**config.mk**
```make
export PLATFORM = sky130hd
export DESIGN_NAME = tage_ctrl
export DESIGN_NICKNAME = d
export VERILOG_FILES = /design/src/rtl/tage_pkg.sv /design/src/rtl/tage_ctrl.sv
export SDC_FILE = /design/constraint.sdc
export NUM_CORES = 1
export LEC_CHECK = 0
export ABC_CLOCK_PERIOD_IN_PS = 1650
export BUFFER_PORTS_ARGS = -buffer_cell sky130_fd_sc_hd__buf_2
export CAP_MARGIN = 10
export CORE_AREA = 5 5 42 44
export DETAILED_ROUTE_END_ITERATION = 8
export DIE_AREA = 0 0 47 49
export HOLD_SLACK_MARGIN = 0.1
export PLACE_DENSITY = 0.65
export SETUP_SLACK_MARGIN = 0.3
export SYNTH_ARGS = -nofsm -noshare
export SYNTH_HDL_FRONTEND = slang
export SYNTH_SLANG_ARGS = --single-unit
```
**constraint.sdc**
```tcl
create_clock -name clk -period 1.65 [get_ports clk]
set_input_delay 0.33 -clock clk [delete_from_list [all_inputs] [get_ports clk]]
set_output_delay 0.33 -clock clk [all_outputs]
set_load 0.01 [all_outputs]
```
**src/rtl/tage_pkg.sv**
```systemverilog
// Shared constants, payload types and controller/datapath interface types for the TAGE predictor.
package tage_pkg;

  localparam int BASE_INDEX_BITS   = 11;
  localparam int TAGGED_INDEX_BITS = 8;
  localparam int TAG_WIDTH         = 11;
  localparam int TAGGED_TABLES     = 7;
  localparam int HISTORY_BITS      = 192;

  localparam int BASE_SIZE = 1 << BASE_INDEX_BITS;
  localparam int TSIZE     = 1 << TAGGED_INDEX_BITS;
  localparam int CLR_BITS  = (BASE_INDEX_BITS > TAGGED_INDEX_BITS) ?
                             BASE_INDEX_BITS : TAGGED_INDEX_BITS;
  localparam int K_BITS    = $clog2(TAGGED_TABLES + 1);
  localparam int PROV_BITS = 3;
  localparam int RND_BITS  = 16;
  localparam int RCNT_BITS = $clog2(RND_BITS);

  localparam int HIST_LEN [7] = '{4, 9, 15, 25, 44, 76, 150};

  localparam logic [2:0] ALLOC_PRED = 3'd4;
  localparam logic [2:0] PRED_MAX   = 3'd7;
  localparam logic [1:0] BASE_RESET = 2'd1;
  localparam logic [1:0] CTR2_MAX   = 2'd3;

  typedef struct packed {
    logic        kind;
    logic [31:0] pc;
    logic        outcome;
    logic [15:0] random_value;
  } req_t;

  typedef struct packed {
    logic       prediction;
    logic [2:0] provider;
  } rsp_t;

  typedef struct packed {
    logic [2:0]           ctr;
    logic [1:0]           u;
    logic [TAG_WIDTH-1:0] tag;
  } tentry_t;

  typedef struct packed {
    logic clr_en;
    logic capture;
    logic load_out;
    logic start_mod;
    logic mod_step;
    logic do_write;
  } dp_cmd_t;

  typedef struct packed {
    logic clr_last;
    logic train;
    logic need_mod;
    logic mod_last;
  } dp_sts_t;

  function automatic logic [31:0] shr_pc(input logic [31:0] pc, input int s);
    shr_pc = (s >= 32) ? 32'd0 : (pc >> s);
  endfunction

endpackage

```
**src/rtl/tage_ctrl.sv**
```systemverilog
// Sequencing state machine for the TAGE predictor: clear, idle, lookup, remainder, update.
module tage_ctrl (
  input  logic              clk,
  input  logic              rst,
  input  logic              req_valid,
  output logic              req_ready,
  output logic              rsp_valid,
  input  logic              rsp_ready,
  input  tage_pkg::dp_sts_t sts,
  output tage_pkg::dp_cmd_t cmd
);
  import tage_pkg::*;

  typedef enum logic [4:0] {
    S_CLEAR = 5'b00001,
    S_IDLE  = 5'b00010,
    S_LOOK  = 5'b00100,
    S_MOD   = 5'b01000,
    S_WRITE = 5'b10000
  } state_t;

  state_t state, state_next;
  logic   rsp_free;

  assign req_ready = (state == S_IDLE);
  assign rsp_free  = !rsp_valid || rsp_ready;

  always_comb begin
    state_next = state;
    cmd        = '0;
    unique case (state)
      S_CLEAR: begin
        cmd.clr_en = 1'b1;
        if (sts.clr_last) state_next = S_IDLE;
      end
      S_IDLE: begin
        if (req_valid) begin
          cmd.capture = 1'b1;
          state_next  = S_LOOK;
        end
      end
      S_LOOK: begin
        if (rsp_free) begin
          cmd.load_out = 1'b1;
          if (!sts.train) state_next = S_IDLE;
          else if (sts.need_mod) begin
            cmd.start_mod = 1'b1;
            state_next    = S_MOD;
          end else state_next = S_WRITE;
        end
      end
      S_MOD: begin
        cmd.mod_step = 1'b1;
        if (sts.mod_last) state_next = S_WRITE;
      end
      S_WRITE: begin
        cmd.do_write = 1'b1;
        state_next   = S_IDLE;
      end
      default: state_next = S_CLEAR;
    endcase
  end

  always_ff @(posedge clk) begin
    if (rst) begin
      state     <= S_CLEAR;
      rsp_valid <= 1'b0;
    end else begin
      state <= state_next;
      if (cmd.load_out) rsp_valid <= 1'b1;
      else if (rsp_ready) rsp_valid <= 1'b0;
    end
  end

`ifndef SYNTH
  a_accept_look: assert property (@(posedge clk) disable iff (rst)
    (req_valid && req_ready) |=> state == S_LOOK) else $error("accept did not start lookup");
  a_load_valid: assert property (@(posedge clk) disable iff (rst)
    cmd.load_out |=> rsp_valid) else $error("result loaded but not offered");
  a_write_order: assert property (@(posedge clk) disable iff (rst)
    state == S_WRITE |-> ($past(state) == S_LOOK || $past(state) == S_MOD))
    else $error("update without lookup");
`endif

endmodule

```
==> summary.txt, run 1 <==
Logic synthesis
  • FFs w/ async S/R, synth: 0%
  • Post-Syn Area: 433 um^2
  • Synthesized flop and latch total: 6
  • Post-synthesis adder-cell area fraction: 0%
  • Post-synthesis xor/xnor area fraction: 2.02%
  • Synth cell types: 31
  • Synth Flop Type: dfxtp_1
  • Number of cells produced by synthesis: 52
  • Synthesized area per cell: 8.33 um^2
  • Synth area leaders: dfxtp_1, a2111oi_2, nor4_4
  • Dominant cell type by area after synthesis: dfxtp_1
  • Synth top area share: 27.7%
  • Register area share after synthesis: 27.7%
  • Synth warn: 0
  • Mux cell area share after synthesis: 0%
  • Largest family of logic cells by synthesized area: simple AND/OR/NAND/NOR gates
  • Simple-gate share of the synthesized area: 41.9%
  • Cell with the most instances after synthesis: dfxtp_1
  • EDFF count, synth: 0
  • Syn_nets: 60
  • Synth Area in Compound Gates: 21.7%
  • Synth top cells by count: dfxtp_1, inv_1

Cells and area
  • Util after Layout: 55.5%
  • Cell Count, Final, Fillers Out: 96
  • Layout Nets: 90
  • Area delta synth->final: 79.8%
  • Antenna cell count: 0
  • Layout cells sized above 1: 67.5%
  • Final Cell Area: 778 um^2

Die
  • Die outline height: 49 um
  • Core ar.: 1400 um^2
  • Row cnt: 14
  • Die Area: 2300 um^2
  • Die width: 47 um
  • I/O Pins: 16
  • Initial core utilization: 30.9%

Clock network
  • Root Driver: clkbuf_4
  • Skew-Pair Late Insertion Delay: 0.25 ns
  • CTS H-tree depth: 1
  • Clk sinks: 6
  • CTS tree: built
  • Longest Clk Path Bufs: 2
  • Num CTS Buffers: 3
  • CTS Hold Bufs: 0
  • Clock transition at path regs: 0.05 ns

Power and ir drop
  • Worst vdd ir: 0.000381 V
  • Logic pwr share: 39.1%
  • Pwr per Cell Area: 680 nW/um^2
  • Flop pwr share: 34.6%
  • Psw: 173 uW
  • LEAKAGE: 0.000345 uW
  • Power share of the clock group: 26.3%
  • Switching Share: 32.8%
  • P_int: 356 uW

Detailed routing
  • Post-DR vias/cell: 5.13
  • Routed WL per cell: 13.8 um
  • Drt drc: 0
  • TritonRoute pass-1 iters: 2
  • Initial DRC count: 5
  • Antenna-violating nets left: 0
  • DR vias: 492
  • Total wire length: 1320 um

Global route
  • Vias in the first global route: 459
  • Initial antenna violation count: 0
  • GR Overflow Total: 0
  • Largest net degree at the start of global routing: 12
  • All-Layer GR Usage: 11.5%
  • First-pass GRT wire length: 1930 um

Worst setup path
  • R2R Setup Slk: 0.21 ns
  • Max FO, Critical Path: 9
  • CP Class: flip-flop to primary output
  • Reg2reg end: state[0]
  • CP arrival: 1.32 ns
  • CP endpoint kind: primary output
  • Crit path launch type: flip-flop
  • Slowest cell on crit path: nor3_1
  • Worst r2r src: state[3]
  • Data required time at the worst endpoint: 1.32 ns
  • CP cell instances: nor3_1, nand2b_4, inv_1, buf_2
  • R2r worst-path depth: 9
  • Worst path max stage delay: 0.41 ns

Hold path
  • Hold crit path type: input pin to flip-flop
  • Hold path depth: 2
  • Worst Hold Endpoint: rsp_valid
  • Hold Crit Start: rst

Placed design
  • Post-DP HPWL: 806 um
  • Number of buffers added on ports: 15
  • Placed insts: 80
  • GP Congestion: 0.709
  • Post-DP Area: 527 um^2

STA
  • Slew @ Worst Pin: 0.455 ns
  • Max-slew violations: 0
  • Peak Freq: 0.606 GHz
  • Minimum clock period: 1.65 ns
  • Fin Hold WS: 0.279 ns
  • Final Cycle Share: 99.9%
  • Final setup fails: 0
  • Final Hold Fails: 0
  • Setup Skew: 0.00166 ns
  • Slew HR: 69.5%
  • RSZ-0062 raised after global routing: true

Status
  • Status: finished, final reports clean

Job
  • Max-cap violations: 0
==> flip-flops by register name, indices dropped and copies added (netlist names) <==
signal and cells:
rsp_valid 1, state 5
==> stage by stage <==
step / setup slack (ns) / setup TNS [ns] / power, uW
global route: -0.0915 / -0.208 / 558
finish: 0.000858 / 0 / 529
global placement: 0.193 / 0 / 301
detailed placement: 0.158 / 0 / 301
CTS: 0.0220 / 0 / 479
floorplan: 0.323 / 0 / 272
==> what timing repair did <==
item / CTS / global route
pin swaps: 9 / 7
endpoints found under the setup margin: 10 / 10
hold endpoints to repair: 0 / 0
gates resized for setup: 16 / 19
buffers inserted: 10 / 3
==> layer usage <==
layer	up-vias	GRT usage, %	wire (um)
li1	245	-	-
met1	225	12.5	491
met2	15	19.0	719
met3	7	2.58	55
met4	0	6.91	54
met5	-	0	0
==> how the worst max path moves through the flow <==
| stage | startpoint | endpoint | slack (ns) | cells past startpoint |
|---|---|---|---|---|
| after detailed placement | state[3] | cmd[2] | 0.16 | 4 |
| final | state[1] | cmd[1] | 0.0009 | 4 |
| after global routing | state[1] | cmd[1] | -0.09 | 4 |
| after global placement | state[3] | cmd[2] | 0.19 | 4 |
| after floorplan | state[1] | cmd[2] | 0.32 | 4 |
| after CTS | state[0] | cmd[2] | 0.02 | 4 |
==> worst max-delay path: cells and delay by family, from the launching register on <==
family	cells	cell delay, ns
simple gates	2	0.51
buf+inv	2	0.18
flops	1	0.38
==> layout by cell type, fill, tap and decap left out, drive strengths merged <==
cell	synthesis	final
a2111oi	2	2
a21oi	1	1
a22oi	1	1
a31o	1	1
and2	1	1
and3	2	2
buf	1	28
clkbuf	2	3
dfxtp	6	6
inv	4	4
nand2	3	3
nand2b	3	3
nand3	2	2
nand3b	1	1
nand4b	1	1
nor2	3	3
nor2b	3	3
nor3	3	3
nor3b	2	2
nor4	2	2
o21a	1	1
o21ai	1	1
o2bb2ai	1	1
o311ai	1	1
o31ai	1	1
or2b	1	1
or3	1	1
xor2	1	1
==> power groups by stage <==
stage / Combinational (uW) / Clock (uW) / Sequential [uW]
final: 207 / 139 / 183
after global routing: 221 / 151 / 186
after CTS: 158 / 143 / 179
after detailed placement: 115 / 0 / 186
after global placement: 115 / 0 / 186
after floorplan: 112 / 0 / 160
==> cell families after synthesis <==
family,after synthesis
compound gates,10
flops,6
xor+xnor,1
buf+inv,7
simple gates,28
==> final cells by class <==
class	instances	area, um^2
clock buffers	3	22.5
fillers	123	623
inverters	4	15.0
multi-input cells	39	367
flip-flops and latches	6	139
well taps	16	20.0
repair buffers	28	215
(Power assumes the default switching activity.)
==> run 2: changes to the inputs <==
CAP_MARGIN = 20   (was 10)
CORE_AREA = 2 2 39 41   (was 5 5 42 44)
CTS_BUF_LIST = sky130_fd_sc_hd__clkbuf_4 sky130_fd_sc_hd__clkbuf_8   (was default)
DIE_AREA = 0 0 41 43   (was 0 0 47 49)
==> run 2 against run 1 <==
Effect of this change: clock skew down 0.0013 ns; first-iteration DRC count down 40%; routed wire length down 13%; worst setup slack better by 0.056 ns; die area down 23%; maximum frequency up 3.5%; largest cell class unchanged; highest routed layer is now met3.
==> summary.txt, run 2 (synthesis results as in run 1) <==
Die
  • Row cnt: 14 (unchanged)
  • Initial core utilization: 31.3% (+0.39 points)
  • I/O Pins: 16 (unchanged)
  • Die outline height: 43 um (-12%)
  • Core ar.: 1380 um^2 (-1.2%)
  • Die Area: 1760 um^2 (-23%)
  • Die width: 41 um (-13%)

Detailed routing
  • TritonRoute pass-1 iters: 4 (+2)
  • Total wire length: 1160 um (-13%)
  • Antenna-violating nets left: 0 (unchanged)
  • DR vias: 488 (-0.81%)
  • Initial DRC count: 3 (-2)
  • Post-DR vias/cell: 5.08 (-0.81%)
  • Drt drc: 0 (unchanged)
  • Routed WL per cell: 12.0 um (-13%)

Worst setup path
  • Critical Path End: cmd[2]
  • Critical Path Stages: 4 (unchanged)
  • R2R Setup Slk: 0.23 ns (+0.02 ns)
  • Top Family by Delay on Critical Path: simple AND/OR/NAND/NOR gates
  • Worst r2r src: state[2]
  • CP arrival: 1.26 ns (-0.06 ns)
  • CP Class: flip-flop to primary output
  • Reg2reg end: state[0]
  • Max FO, Critical Path: 4 (-5)
  • CP endpoint kind: primary output
  • R2r worst-path depth: 7 (-2)
  • Buf+Inv Stages, Crit Path: 1 (-1)
  • CP cell instances: nor4_4, nand3_2, nor2_4, buf_6
  • CP Launch Point: state[0]
  • Data required time at the worst endpoint: 1.32 ns (about the same)
  • Slowest cell on crit path: dfxtp_4
  • Crit path launch type: flip-flop
  • Worst path max stage delay: 0.36 ns (-0.05 ns)

Placed design
  • Placed insts: 80 (unchanged)
  • Post-DP Area: 527 um^2 (unchanged)
  • Post-DP HPWL: 735 um (-8.8%)
  • Pre-CTS setup slack: 0.150 ns (-0.00794 ns)
  • Number of buffers added on ports: 15 (unchanged)
  • GP Congestion: 0.750 (+5.8%)

Job
  • Max-cap violations: 0 (unchanged)

Cells and area
  • Commonest non-fill, non-tap cell in the layout: buf_2
  • FF+latch area: 136 um^2 (-1.8%)
  • Largest Register: state
  • Cell Count, Final, Fillers Out: 96 (unchanged)
  • Area delta synth->final: 61.8%
  • Final Cell Area: 701 um^2 (-10%)
  • Highest-count cells in the layout ignoring fill and taps: buf_2, buf_4, inv_1, dfxtp_4
  • Top Registers: state: 5 flops, rsp_valid: 1 flops
  • Fillers: 134 (+8.9%)
  • Antenna cell count: 0 (unchanged)
  • Max FFs per register: 5 (unchanged)
  • Layout cells sized above 1: 61.3% (-6.3 points)
  • Layout Nets: 90 (unchanged)
  • Area of the multi-input gates: 328 um^2 (-11%)

Global route
  • Initial antenna violation count: 0 (unchanged)
  • GR Overflow Total: 0 (unchanged)
  • All-Layer GR Usage: 15.0% (+3.5 points)
  • Largest net degree at the start of global routing: 12 (unchanged)
  • Vias in the first global route: 417 (-9.2%)
  • First-pass GRT wire length: 1770 um (-8.2%)

Power and ir drop
  • Worst vdd ir: 0.000348 V (-8.6%)
  • Pwr per Cell Area: 691 nW/um^2 (+1.7%)
  • Tot Pwr: 484 uW (-8.5%)
  • LEAKAGE: 0.000327 uW (-5.2%)

STA
  • RSZ-0062 raised after global routing: true
  • Peak Freq: 0.628 GHz (+3.5%)
  • Setup Skew: 0.000349 ns (-0.00132 ns)
  • Max-slew violations: 0 (unchanged)
  • Slew @ Worst Pin: 0.373 ns (-0.0817 ns)
  • Slew HR: 74.8% (+5.3 points)
  • Final setup fails: 0 (unchanged)
  • Final Hold Fails: 0 (unchanged)
  • Minimum clock period: 1.59 ns (-0.0562 ns)
  • Final Cycle Share: 96.5% (-3.4 points)
  • Setup WS post-layout: 0.0571 ns (+0.0562 ns)
  • Sum Neg Setup Slack: 0 ns (unchanged)

Clock network
  • CTS H-tree depth: 1 (unchanged)
  • Longest Clk Path Bufs: 2 (unchanged)
  • Num CTS Buffers: 3 (unchanged)
  • Clock transition at path regs: 0.04 ns (about the same)
  • Skew-Pair Late Insertion Delay: 0.24 ns (about the same)
  • CTS Hold Bufs: 0 (unchanged)
  • Root Driver: clkbuf_4
  • CTS tree: built
  • Clk sinks: 6 (unchanged)

Status
  • Status: finished, final reports clean

Hold path
  • Hold crit path type: input pin to flip-flop
## run 2: changes by cell type in the layout (fill, tap and decap cells not counted), moves of 2 or more
cell    change
and3_1      +2
and3_4      -2
buf_4       +8
buf_6       -9
## run 2: area by class of cell
cell class	instances	share of cell area, %
Multi-Input combinational cell	39	46.8
Clock buffer	3	3.21
Tap cell	16	2.86
Inverter	4	2.14
Timing Repair Buffer	28	25.5
Sequential cell	6	19.5
## run 2: per-layer routing
layer,wire [um],part of all wire (%),global-route usage [%],up-vias
met5,0,0,0,-
met4,0,0,6.00,0
met3,43,3.7,4.71,0
met2,679,59,23.8,14
met1,432,37,17.7,225
li1,-,-,-,249
## run 2: worst min-delay path by stage
| stage | slack (ns) | startpoint | end | cells past startpoint |
|---|---|---|---|---|
| after floorplan | 0.40 | rst | rsp_valid | 1 |
| after global placement | 0.53 | rsp_valid | rsp_valid | 2 |
| after detailed placement | 0.52 | rsp_valid | rsp_valid | 2 |
| after CTS | 0.28 | rst | rsp_valid | 2 |
| after global routing | 0.29 | rst | state[4] | 2 |
| final | 0.29 | rst | state[4] | 2 |
## run 2: through the flow
stage / hold WS [ns] / utilization, %
final: 0.289 / 50.6
after global routing: 0.294 / 50.6
after CTS: 0.285 / 45.4
after detailed placement: 0.525 / 38.1
after global placement: 0.532 / 38.1
after floorplan: 0.399 / -
## run 2: power breakdown
group | total, uW | switching (uW) | internal (uW)
registers | 178 | 22.7 | 155
logic | 174 | 78.4 | 95.7
clock network | 132 | 50.1 | 82.1
## run 2: repair_timing
action	4_1_cts	5_1_grt
resized for setup	10	7
endpoints found under the setup margin	10	10
buffers inserted	8	5
pin swaps	5	5
